--- src/sv/wwa_pkg.sv ---
// ----------------------------------------------------------------------------
// wwa_pkg
// shared widths for the wrapped wavefront arbiter and its cells
// ----------------------------------------------------------------------------
package wwa_pkg;

  // fixed port widths of the block
  localparam int unsigned MATRIX_W  = 64;
  localparam int unsigned DIAG_W    = 3;
  localparam int unsigned MAX_PORTS = 8;

endpackage

--- src/sv/wrapped_wavefront_arbiter.sv ---
// ----------------------------------------------------------------------------
// wrapped_wavefront_arbiter
// crossbar matcher built as a chain of wrapped-diagonal wavefront stages
// ----------------------------------------------------------------------------
// Takes one NUM_PORTS x NUM_PORTS request matrix per unstalled clock (bit
// i*NUM_PORTS+j means input i wants output j) and returns a grant matrix with
// at most one grant per row and per column, plus the first-priority diagonal.
// The matrix runs through a chain of NUM_PORTS identical registered stages;
// each stage arbitrates one wrapped diagonal and the last stage is the output
// register, so with no stall a new word can enter every cycle while earlier
// words are still in the chain.
// The priority diagonal starts at 0 after reset and steps by one (mod
// NUM_PORTS) for every accepted word. Request bits beyond NUM_PORTS^2 are
// ignored and the matching grant bits are always zero. Stall propagates back
// only through stages that hold a word, so empty slots are squeezed out.
module wrapped_wavefront_arbiter #(
  parameter int unsigned NUM_PORTS = 8
) (
  input  logic                          clk_i,
  input  logic                          rst_ni,
  // request side
  input  logic                          in_valid_i,
  output logic                          in_stall_o,
  input  logic [wwa_pkg::MATRIX_W-1:0]  request_matrix_i,
  // grant side
  output logic                          out_valid_o,
  input  logic                          out_stall_i,
  output logic [wwa_pkg::MATRIX_W-1:0]  grant_matrix_o,
  output logic [wwa_pkg::DIAG_W-1:0]    priority_diagonal_o
);
  import wwa_pkg::*;

  localparam int unsigned PTR_W = $clog2(NUM_PORTS);
  localparam int unsigned NN    = NUM_PORTS * NUM_PORTS;
  localparam logic [PTR_W-1:0] PTR_LAST = PTR_W'(NUM_PORTS - 1);

  // chain links: index 0 is the input side, index NUM_PORTS the output register
  logic                                valid_c    [NUM_PORTS+1];
  logic                                stall_c    [NUM_PORTS+1];
  logic [NUM_PORTS-1:0][NUM_PORTS-1:0] req_c      [NUM_PORTS+1];
  logic [NUM_PORTS-1:0][NUM_PORTS-1:0] grant_c    [NUM_PORTS+1];
  logic [NUM_PORTS-1:0]                row_busy_c [NUM_PORTS+1];
  logic [NUM_PORTS-1:0]                col_busy_c [NUM_PORTS+1];
  logic [PTR_W-1:0]                    start_c    [NUM_PORTS+1];

  logic [PTR_W-1:0] ptr_q, ptr_d;
  logic             in_accept;

  assign in_accept = in_valid_i && !in_stall_o;

  // priority pointer, advances once per accepted word
  assign ptr_d = (ptr_q == PTR_LAST) ? '0 : ptr_q + PTR_W'(1);

  always_ff @(posedge clk_i or negedge rst_ni) begin
    if (!rst_ni) begin
      ptr_q <= '0;
    end else if (in_accept) begin
      ptr_q <= ptr_d;
    end
  end

  // head of the chain: fresh word, nothing granted yet
  assign valid_c[0]    = in_valid_i;
  assign in_stall_o    = stall_c[0];
  assign req_c[0]      = request_matrix_i[NN-1:0];
  assign grant_c[0]    = '0;
  assign row_busy_c[0] = '0;
  assign col_busy_c[0] = '0;
  assign start_c[0]    = ptr_q;

  // one stage per diagonal step of the sweep
  for (genvar s = 0; s < NUM_PORTS; s++) begin : g_stage
    wwa_cell #(
      .NUM_PORTS (NUM_PORTS),
      .STEP      (s)
    ) u_cell (
      .clk_i      (clk_i),
      .rst_ni     (rst_ni),
      .valid_i    (valid_c[s]),
      .stall_o    (stall_c[s]),
      .req_i      (req_c[s]),
      .grant_i    (grant_c[s]),
      .row_busy_i (row_busy_c[s]),
      .col_busy_i (col_busy_c[s]),
      .start_i    (start_c[s]),
      .valid_o    (valid_c[s+1]),
      .stall_i    (stall_c[s+1]),
      .req_o      (req_c[s+1]),
      .grant_o    (grant_c[s+1]),
      .row_busy_o (row_busy_c[s+1]),
      .col_busy_o (col_busy_c[s+1]),
      .start_o    (start_c[s+1])
    );
  end

  // tail of the chain is the output register
  assign out_valid_o         = valid_c[NUM_PORTS];
  assign stall_c[NUM_PORTS]  = out_stall_i;
  assign grant_matrix_o      = MATRIX_W'(grant_c[NUM_PORTS]);
  assign priority_diagonal_o = DIAG_W'(start_c[NUM_PORTS]);

`ifndef SYNTHESIS
  a_ptr_range: assert property (@(posedge clk_i) disable iff (!rst_ni)
    ptr_q <= PTR_LAST)
    else $error("priority pointer out of range");

  a_ptr_step: assert property (@(posedge clk_i) disable iff (!rst_ni)
    in_accept |=> (ptr_q == (($past(ptr_q) == PTR_LAST) ? '0 : $past(ptr_q) + PTR_W'(1))))
    else $error("priority pointer did not advance");

  a_diag_range: assert property (@(posedge clk_i) disable iff (!rst_ni)
    out_valid_o |-> ({1'b0, priority_diagonal_o} < (DIAG_W+1)'(NUM_PORTS)))
    else $error("priority diagonal out of range");
`endif

endmodule

--- src/sv/wwa_cell.sv ---
// ----------------------------------------------------------------------------
// wwa_cell
// one wavefront stage: arbitrates one wrapped diagonal and registers the word
// ----------------------------------------------------------------------------
module wwa_cell #(
  parameter int unsigned NUM_PORTS = 8,
  parameter int unsigned STEP      = 0
) (
  input  logic                                    clk_i,
  input  logic                                    rst_ni,
  // upstream side
  input  logic                                    valid_i,
  output logic                                    stall_o,
  input  logic [NUM_PORTS-1:0][NUM_PORTS-1:0]     req_i,
  input  logic [NUM_PORTS-1:0][NUM_PORTS-1:0]     grant_i,
  input  logic [NUM_PORTS-1:0]                    row_busy_i,
  input  logic [NUM_PORTS-1:0]                    col_busy_i,
  input  logic [$clog2(NUM_PORTS)-1:0]            start_i,
  // downstream side
  output logic                                    valid_o,
  input  logic                                    stall_i,
  output logic [NUM_PORTS-1:0][NUM_PORTS-1:0]     req_o,
  output logic [NUM_PORTS-1:0][NUM_PORTS-1:0]     grant_o,
  output logic [NUM_PORTS-1:0]                    row_busy_o,
  output logic [NUM_PORTS-1:0]                    col_busy_o,
  output logic [$clog2(NUM_PORTS)-1:0]            start_o
);
  import wwa_pkg::*;

  localparam int unsigned PTR_W = $clog2(NUM_PORTS);
  localparam logic [PTR_W:0] NUM_L  = (PTR_W+1)'(NUM_PORTS);
  localparam logic [PTR_W:0] STEP_L = (PTR_W+1)'(STEP);

  logic                                valid_q;
  logic [NUM_PORTS-1:0][NUM_PORTS-1:0] req_q;
  logic [NUM_PORTS-1:0][NUM_PORTS-1:0] grant_q, grant_d;
  logic [NUM_PORTS-1:0]                row_busy_q, row_busy_d;
  logic [NUM_PORTS-1:0]                col_busy_q, col_busy_d;
  logic [PTR_W-1:0]                    start_q;

  logic [PTR_W:0]                      diag_sum;
  logic [PTR_W-1:0]                    diag;
  logic [PTR_W:0]                      row_sum;
  logic [PTR_W-1:0]                    row;
  logic [NUM_PORTS-1:0][NUM_PORTS-1:0] grant_new;
  logic [NUM_PORTS-1:0]                row_new;
  logic [NUM_PORTS-1:0]                col_new;

  // diagonal handled by this stage
  assign diag_sum = {1'b0, start_i} + STEP_L;
  assign diag     = (diag_sum >= NUM_L) ? PTR_W'(diag_sum - NUM_L) : PTR_W'(diag_sum);

  // cells on one diagonal share no row or column, so all columns run in parallel
  always_comb begin
    grant_new = '0;
    row_new   = '0;
    col_new   = '0;
    row_sum   = '0;
    row       = '0;
    for (int j = 0; j < NUM_PORTS; j++) begin
      row_sum = {1'b0, diag} + NUM_L - (PTR_W+1)'(j);
      row     = (row_sum >= NUM_L) ? PTR_W'(row_sum - NUM_L) : PTR_W'(row_sum);
      if (req_i[row][j] && !row_busy_i[row] && !col_busy_i[j]) begin
        grant_new[row][j] = 1'b1;
        row_new[row]      = 1'b1;
        col_new[j]        = 1'b1;
      end
    end
  end

  assign grant_d    = grant_i | grant_new;
  assign row_busy_d = row_busy_i | row_new;
  assign col_busy_d = col_busy_i | col_new;

  // stage holds only when it has a word and downstream is stalled
  assign stall_o = valid_q && stall_i;

  always_ff @(posedge clk_i or negedge rst_ni) begin
    if (!rst_ni) begin
      valid_q <= 1'b0;
    end else if (!stall_o) begin
      valid_q <= valid_i;
    end
  end

  always_ff @(posedge clk_i) begin
    if (!stall_o && valid_i) begin
      req_q      <= req_i;
      grant_q    <= grant_d;
      row_busy_q <= row_busy_d;
      col_busy_q <= col_busy_d;
      start_q    <= start_i;
    end
  end

  assign valid_o    = valid_q;
  assign req_o      = req_q;
  assign grant_o    = grant_q;
  assign row_busy_o = row_busy_q;
  assign col_busy_o = col_busy_q;
  assign start_o    = start_q;

`ifndef SYNTHESIS
  a_grant_in_req: assert property (@(posedge clk_i) disable iff (!rst_ni)
    valid_q |-> ((grant_q & ~req_q) == '0))
    else $error("grant without request");

  a_row_count: assert property (@(posedge clk_i) disable iff (!rst_ni)
    valid_q |-> ($countones(row_busy_q) == $countones(grant_q)))
    else $error("busy rows do not match grants");

  a_col_count: assert property (@(posedge clk_i) disable iff (!rst_ni)
    valid_q |-> ($countones(col_busy_q) == $countones(grant_q)))
    else $error("busy columns do not match grants");
`endif

endmodule
--- config.mk ---
export PLATFORM = sky130hd
export DESIGN_NAME = wrapped_wavefront_arbiter
export DESIGN_NICKNAME = d
export VERILOG_FILES = /design/src/sv/wwa_pkg.sv /design/src/sv/wrapped_wavefront_arbiter.sv /design/src/sv/wwa_cell.sv
export SDC_FILE = /design/constraint.sdc
export NUM_CORES = 1
export LEC_CHECK = 0
export ABC_CLOCK_PERIOD_IN_PS = 14900
export BUFFER_PORTS_ARGS = -buffer_cell sky130_fd_sc_hd__buf_2
export CORE_MARGIN = 2
export CORE_UTILIZATION = 35
export DETAILED_ROUTE_END_ITERATION = 12
export SYNTH_ARGS = -nofsm -noshare
export SYNTH_HDL_FRONTEND = slang
export SYNTH_SLANG_ARGS = --single-unit
--- constraint.sdc ---
create_clock -name clk_i -period 14.9 [get_ports clk_i]
set_input_delay 0 -clock clk_i [delete_from_list [all_inputs] [get_ports clk_i]]
set_output_delay 0 -clock clk_i [all_outputs]
set_load 0.02 [all_outputs]
==> results.yml, run 1 <==
worst_hold_path:
  hold_depth: 3
  hold_start: "in_valid_i"
  holdPathEnd: "g_stage[0].u_cell.valid_o$_DFFE_PN0N_"
  hold_path_class: "in2reg"
global_route:
  antenna_found_initial: 1
  grt_start_max_net_pins: 88
  track_usage_pct: 21.24
  grt_pass1_vias: 28959
  grt_pass1_wl_mm: 215.3
  grt-ovfl-total: 0
worst_setup_path:
  r2r-end: "g_stage[5].u_cell.row_busy_o[5]$_DFFE_PP_"
  start_kind: "flop"
  crit_type: "reg2reg"
  path_max_fanout: 48
  worst_ep_required_time_ns: 15.47
  r2r_cells: 10
  endpoint_kind: "flop"
  crit_arrival_ns: 4.65
  r2r_slack_ns: 10.82
  r2r-start: "g_stage[4].u_cell.start_o[0]$_DFFE_PP_"
clock_tree:
  ctsResizeCount: 0
  insertion_delay_ns: 0.74
  cts_num_sinks: 1107
  clk_pin_slew_worst_paths_ns: 0.06
  cts_tree: "done"
  cts_buffer_depth: 3
  cts-root-buf: "clkbuf_16"
  htreeDepth: 3
  cts_buffers: 110
placement:
  dp_cells: 5008
  io_buffer_count: 136
  detailed_place.area_um2: 50920
  dpl.hpwl_mm: 117.6
  gp_congestion: 0.9804
route:
  wire_per_inst_um: 28.28
  drt-total-wl_mm: 150.8
  final_antenna_net_count: 0
  vias: 29098
  drc: 0
  vias_per_cell: 5.456
  drt_iter0_drc: 2624
  drtPass1Iterations: 5
cells_and_area:
  nets: 3551
  syn2layout_area_growth_pct: 15.27
  stdcell_area_um2: 55600
  drive_above_1_share_pct: 16.32
  final_cells: 5333
sta:
  worstMarginPinSlew_ns: 1.232
  finalCritPeriodShare_pct: 27.39
  hold_violations: 0
  drv_slew: 0
  relSlewSlack_pct: 16.71
  setup_viol: 0
  fin_crit_ns: 4.080
  skew_ns: 0.03199
  setup-tns-final_ns: 0
  fmax_ghz: 0.2451
  rsz0062_at_grt: "false"
  holdWs_ns: 0.05068
synthesis:
  synthCells: 3157
  ys_seq_area_share_pct: 68.80
  synth-async-reset-ratio_pct: 0.9937
  synth.distinct_cells: 103
  netlist_area_um2: 48240
  synth.avg_cell_area_um2: 15.28
  ys_warn_count: 0
  ys_ff_latch: 1107
  ys.flop_type: "edfxtp_1"
  synth_edf_count: 1096
  syn_nets: 3263
power:
  total_switching_power_w: 0.004025
  swShare_pct: 35.68
  p_clk_share_pct: 23.8
  p_leak_nw: 20.27
  power_w: 0.01128
  powerDensity_nw_per_um2: 202.9
  peakVddDrop_mv: 0.1464
  seqPwrFrac_pct: 46.8
  intPower_w: 0.007257
  power_frac_comb_pct: 29.4
flow_run:
  cap_violations: 0
floorplanning:
  num_io_pins: 137
  die_h_um: 375.2
  coreArea_um2: 137200
  die_w_um: 375.2
  start_util_pct: 35.17
  rows: 136
  dieArea_um2: 140800
status:
  status: "finished, final reports clean"
layout make-up:
cell class,instances,area [um^2]
repair buffers,301,2217
fillers,12496,81550
clock buffers,136,2872
clock inverters,67,610.6
diodes,3,7.507
multi-input cells,1829,14090
flip-flops and latches,1107,33190
inverters,96,370.4
well taps,1794,2245
logic make-up after synthesis:
group / after synthesis / synth area share, %
adders and majority gates: 38 / 0.9857
and+or+nand+nor: 844 / 9.416
DFF: 1107 / 68.80
buffers and inverters: 221 / 2.096
AOI/OAI and AO/OA: 777 / 12.69
xor gates and xnor gates: 27 / 0.7185
muxes: 143 / 5.297
power by group through the flow:
| stage | logic (W) | registers [W] | clock network, W |
|---|---|---|---|
| 2_1_floorplan | 0.00224 | 0.00501 | 0 |
| 3_3_place_gp | 0.00327 | 0.00533 | 0 |
| 3_5_place_dp | 0.00326 | 0.00534 | 0 |
| 4_1_cts | 0.00330 | 0.00528 | 0.00273 |
| 5_1_grt | 0.00355 | 0.00534 | 0.00285 |
| 6_report | 0.00332 | 0.00528 | 0.00269 |
stage by stage:
step / worst slack, ns / utilization (%)
2_1_floorplan: 2.336 / -
3_3_place_gp: 10.82 / 37.13
3_5_place_dp: 10.83 / 37.13
4_1_cts: 10.81 / 40.53
5_1_grt: 10.62 / 40.54
6_report: 10.82 / 40.54
sequential cells by signal, summed over array words and instances (netlist names):
register,cells
g_stage.u_cell.req_o,448
g_stage.u_cell.grant_o,512
g_stage.u_cell.valid_o,8
ptr_q,3
g_stage.u_cell.col_busy_o,56
g_stage.u_cell.row_busy_o,56
g_stage.u_cell.start_o,24
worst max-delay path by stage:
stage / startpoint / endpoint / slack, ns
after floorplan: g_stage[7].u_cell.valid_o$_DFFE_PN0N_ / g_stage[1].u_cell.col_busy_o[0]$_DFFE_PP_ / 2.34
after global placement: g_stage[4].u_cell.start_o[0]$_DFFE_PP_ / g_stage[5].u_cell.row_busy_o[5]$_DFFE_PP_ / 10.82
after detailed placement: g_stage[4].u_cell.start_o[0]$_DFFE_PP_ / g_stage[5].u_cell.row_busy_o[5]$_DFFE_PP_ / 10.83
after CTS: g_stage[4].u_cell.start_o[0]$_DFFE_PP_ / g_stage[5].u_cell.row_busy_o[5]$_DFFE_PP_ / 10.81
after global routing: g_stage[4].u_cell.start_o[0]$_DFFE_PP_ / g_stage[5].u_cell.row_busy_o[5]$_DFFE_PP_ / 10.62
final: g_stage[4].u_cell.start_o[0]$_DFFE_PP_ / g_stage[5].u_cell.row_busy_o[5]$_DFFE_PP_ / 10.82
worst max-delay path, cell delays in order (launching register included):
cell,delay (ns)
edfxtp_1,0.32
buf_4,0.44
inv_2,0.31
ha_2,0.46
buf_4,0.49
inv_4,0.22
mux4_2,0.47
nor3_1,0.69
a211o_1,0.20
o31ai_2,0.07
o221ai_1,0.19
what timing repair did:
item | in CTS | in global routing
hold buffers | 119 | 0
endpoints found under the setup margin | 0 | 0
endpoints found under the hold margin | 135 | 0
buffers inserted | 0 | 0
synth_stat cells (all sizes together), types with 12 or more instances:
library cell	instances	area [um^2]
xnor2	13	136.4
nand3	37	185.2
a22oi	41	321.6
nand4	12	75.07
buf	77	457.9
edfxtp	1096	32910
and2	13	86.34
a211o	25	219.0
nor3b	33	247.7
o21ai	21	105.1
o21bai	154	1156
a21o	215	1618
a211oi	21	157.7
nor2	207	787.0
mux2i	43	434.2
clkbuf	48	185.2
and3	16	100.1
nand3b	20	153.9
nor2b	55	344.1
nor4b	14	198.9
a31o	49	429.2
inv	95	364.1
mux2	12	135.1
o211ai	17	127.6
mux4	88	1986
a21oi	37	207.7
a31oi	20	140.1
a32oi	12	105.1
a311o	15	150.1
nor4	19	125.1
or2	37	231.5
nand2	169	636.9
nor3	59	320.3
nand2b	109	681.9
ha	38	475.5
a221oi	18	157.7
o221ai	18	157.7
layout by cell type (no fill, tap or decap), types with 19 or more instances in the layout:
master,instances
clkbuf_1,25
dlygate4sd3_1,119
nand3b_1,19
a31oi_1,19
nor2b_1,53
nor3b_1,33
nand2_1,168
a211o_1,25
o21ai_0,20
nor3_1,54
mux4_2,87
or2_2,37
o21bai_1,154
mux2i_1,42
buf_4,46
ha_1,36
clkbuf_16,111
edfxtp_1,1096
a21o_1,212
clkinv_1,31
nand3_1,37
nor2_1,202
a21oi_1,35
a31o_2,47
inv_1,88
buf_2,136
a22oi_1,40
a211oi_1,21
nand2b_1,109
layer usage:
metal  track usage [%]  share of wire [%]  up-vias
met4             10.88                5.7        0
met5                 0                  0        -
met2             34.79                 48     1261
met1             27.72                 42    14487
met3             2.763                5.0      314
li1                  -                  -    13036
(Power assumes the default switching activity.)
==> inputs of run 2 (changes only) <==
--- a/config.mk
+++ b/config.mk
@@ -5,7 +5,7 @@
 export SDC_FILE = /design/constraint.sdc
 export NUM_CORES = 1
 export LEC_CHECK = 0
-export ABC_CLOCK_PERIOD_IN_PS = 14900
+export ABC_CLOCK_PERIOD_IN_PS = 4200
 export BUFFER_PORTS_ARGS = -buffer_cell sky130_fd_sc_hd__buf_2
 export CORE_MARGIN = 2
 export CORE_UTILIZATION = 35
==> constraint.sdc (replaced) <==
create_clock -name clk_i -period 4.2 [get_ports clk_i]
set_input_delay 0 -clock clk_i [delete_from_list [all_inputs] [get_ports clk_i]]
set_output_delay 0 -clock clk_i [all_outputs]
set_load 0.02 [all_outputs]
==> run 2 against run 1 <==
  * Maximum frequency is 18% higher
  * Clock power grew to 3.8 times the previous value
  * Clock-buffer cell count fell by 15
  * Combinational power increased to 3.7 times the previous value
  * Critical path depth decreased by 3
  * Critical path type unchanged
  * Largest power group unchanged
==> results.yml, run 2 (synthesis gave the netlist of run 1 again) <==
status:
  status: "finished, final reports clean"
floorplanning:
  start_util_pct: 35.17
  num_io_pins: 137
  dieArea_um2: 140800
  die_w_um: 375.2
  rows: 136
  coreArea_um2: 137200
  die_h_um: 375.2
worst_hold_path:
  hold_path_class: "in2reg"
  hold_start: "in_valid_i"
  hold_depth: 3
  holdPathEnd: "g_stage[0].u_cell.valid_o$_DFFE_PN0N_"
sta:
  skew_ns: 0.04782
  worstMarginPinSlew_ns: 1.132
  setup-tns-final_ns: 0
  drv_slew: 0
  finalCritPeriodShare_pct: 82.57
  relSlewSlack_pct: 23.48
  fin_ws_ns: 0.7320
  rsz0062_at_grt: "false"
  setup_viol: 0
  hold_violations: 0
  fin_crit_ns: 3.468
  fmax_ghz: 0.2884
power:
  p_leak_nw: 20.78
  powerDensity_nw_per_um2: 726.9
  peakVddDrop_mv: 0.5133
cells_and_area:
  largest_register_ffs: 512
  fin_util_pct: 41.20
  layout.cells.most_common: "edfxtp_1"
  layout_common_cells: "edfxtp_1, a21o_1, nor2_1"
  syn2layout_area_growth_pct: 17.14
  drive_above_1_share_pct: 18.66
  nets: 3620
clock_tree:
  cts_tree: "done"
  cts_buffers: 109
  clk_pin_slew_worst_paths_ns: 0.06
  cts-root-buf: "clkbuf_16"
  ctsResizeCount: 0
  htreeDepth: 3
  cts_buffer_depth: 3
  cts_num_sinks: 1107
  insertion_delay_ns: 0.75
global_route:
  use_met3_pct: 2.832
  grt_pass1_wl_mm: 220.6
  track_usage_pct: 21.86
  grt_start_max_net_pins: 87
  grt-ovfl-total: 0
  grt.met2_usage_pct: 37.06
  grt_pass1_vias: 29516
  grt_use_met1_pct: 28.02
  antenna_found_initial: 2
  grt-busiest-layer: "met2"
route:
  drt_iter0_drc: 2902
  drtPass1Iterations: 6
  drc: 0
  drt-total-wl_mm: 155.3
  vias_per_cell: 5.460
  wire_per_inst_um: 28.75
  vias: 29507
  final_antenna_net_count: 0
worst_setup_path:
  endpoint_kind: "flop"
  cp-startpoint: "g_stage[1].u_cell.start_o[1]$_DFFE_PP_"
  path_max_fanout: 17
  crit_type: "reg2reg"
  slowest_stage: "edfxtp_1"
  cpPeakStageDelay_ns: 0.66
  crit_chain: "inv_2, ha_1, nor2_1, o41ai_1, nor3_2, a221o_1, a2111o_1"
  r2r_cells: 7
  r2r-start: "g_stage[1].u_cell.start_o[1]$_DFFE_PP_"
  worst_ep_required_time_ns: 4.66
  timing.critical_path.buf_inv: 1
  crit_arrival_ns: 3.92
  start_kind: "flop"
  r2r_slack_ns: 0.73
  cp_top_family: "compound AO/OA/AOI/OAI gates"
  r2r-end: "g_stage[2].u_cell.row_busy_o[1]$_DFFE_PP_"
placement:
  gp_congestion: 1.006
  dpl.hpwl_mm: 122.0
  io_buffer_count: 136
  dpl_worst_slack_ns: 0.7967
flow_run:
  cap_violations: 0
-- run 2: layout make-up --
type / count / area [um^2]
diodes: 3 / 7.507
clock buffers: 121 / 2773
clock inverters: 83 / 969.7
fillers: 12513 / 80650
inverters: 96 / 371.6
multi-input cells: 1829 / 14090
flip-flops and latches: 1107 / 33190
well taps: 1794 / 2245
repair buffers: 371 / 2855
-- run 2: worst register-to-register path, delay by kind of cell, from the launching register on --
| kind | cells | cell delay [ns] |
|---|---|---|
| buffers and inverters | 1 | 0.28 |
| and+or+nand+nor | 2 | 0.44 |
| DFF | 1 | 0.66 |
| adders and majority gates | 1 | 0.39 |
| AOI/OAI and AO/OA | 3 | 1.42 |
-- run 2: worst max path at each step --
| stage | end | slack, ns | depth (start not counted) |
|---|---|---|---|
| CTS | g_stage[2].u_cell.row_busy_o[1]$_DFFE_PP_ | 0.76 | 8 |
| global placement | g_stage[2].u_cell.row_busy_o[5]$_DFFE_PP_ | 0.82 | 8 |
| finish | g_stage[2].u_cell.row_busy_o[1]$_DFFE_PP_ | 0.73 | 7 |
| global route | g_stage[2].u_cell.row_busy_o[5]$_DFFE_PP_ | 0.58 | 8 |
| detailed placement | g_stage[2].u_cell.row_busy_o[1]$_DFFE_PP_ | 0.80 | 8 |
| floorplan | g_stage[7].u_cell.grant_o[0]$_DFFE_PP_ | 0.004 | 1 |
-- run 2: metrics by stage --
stage	total power (W)	instance area, um^2	hold WS (ns)	cells
after floorplan	0.02550	48280	-0.2956	3157
after global placement	0.03098	51610	-0.05252	5083
after detailed placement	0.03095	51610	-0.05067	5083
after CTS	0.04112	56500	0.00003053	5401
after global routing	0.04267	56500	0.01950	5401
final	0.04107	56500	0.05710	5404
-- run 2: repair_timing --
item | in CTS | in global routing
hold buffers | 114 | 0
endpoints found under the setup margin | 0 | 0
buffers inserted | 0 | 0
hold endpoints to repair | 129 | 0
-- run 2: report_power, final --
group / internal, W / switching (W) / total (W)
sequential: 0.0162 / 0.00245 / 0.0186
clock: 0.00573 / 0.00437 / 0.0101
combinational: 0.00448 / 0.00784 / 0.0123
total: 0.0264 / 0.0147 / 0.0411
-- run 2: metal layers --
layer	part of all wire [%]	vias to the layer above	wire (um)
met5	0	-	0
met2	49	1303	76070
met4	5.0	0	7739
li1	-	13198	-
met3	4.8	327	7400
met1	41	14679	64130
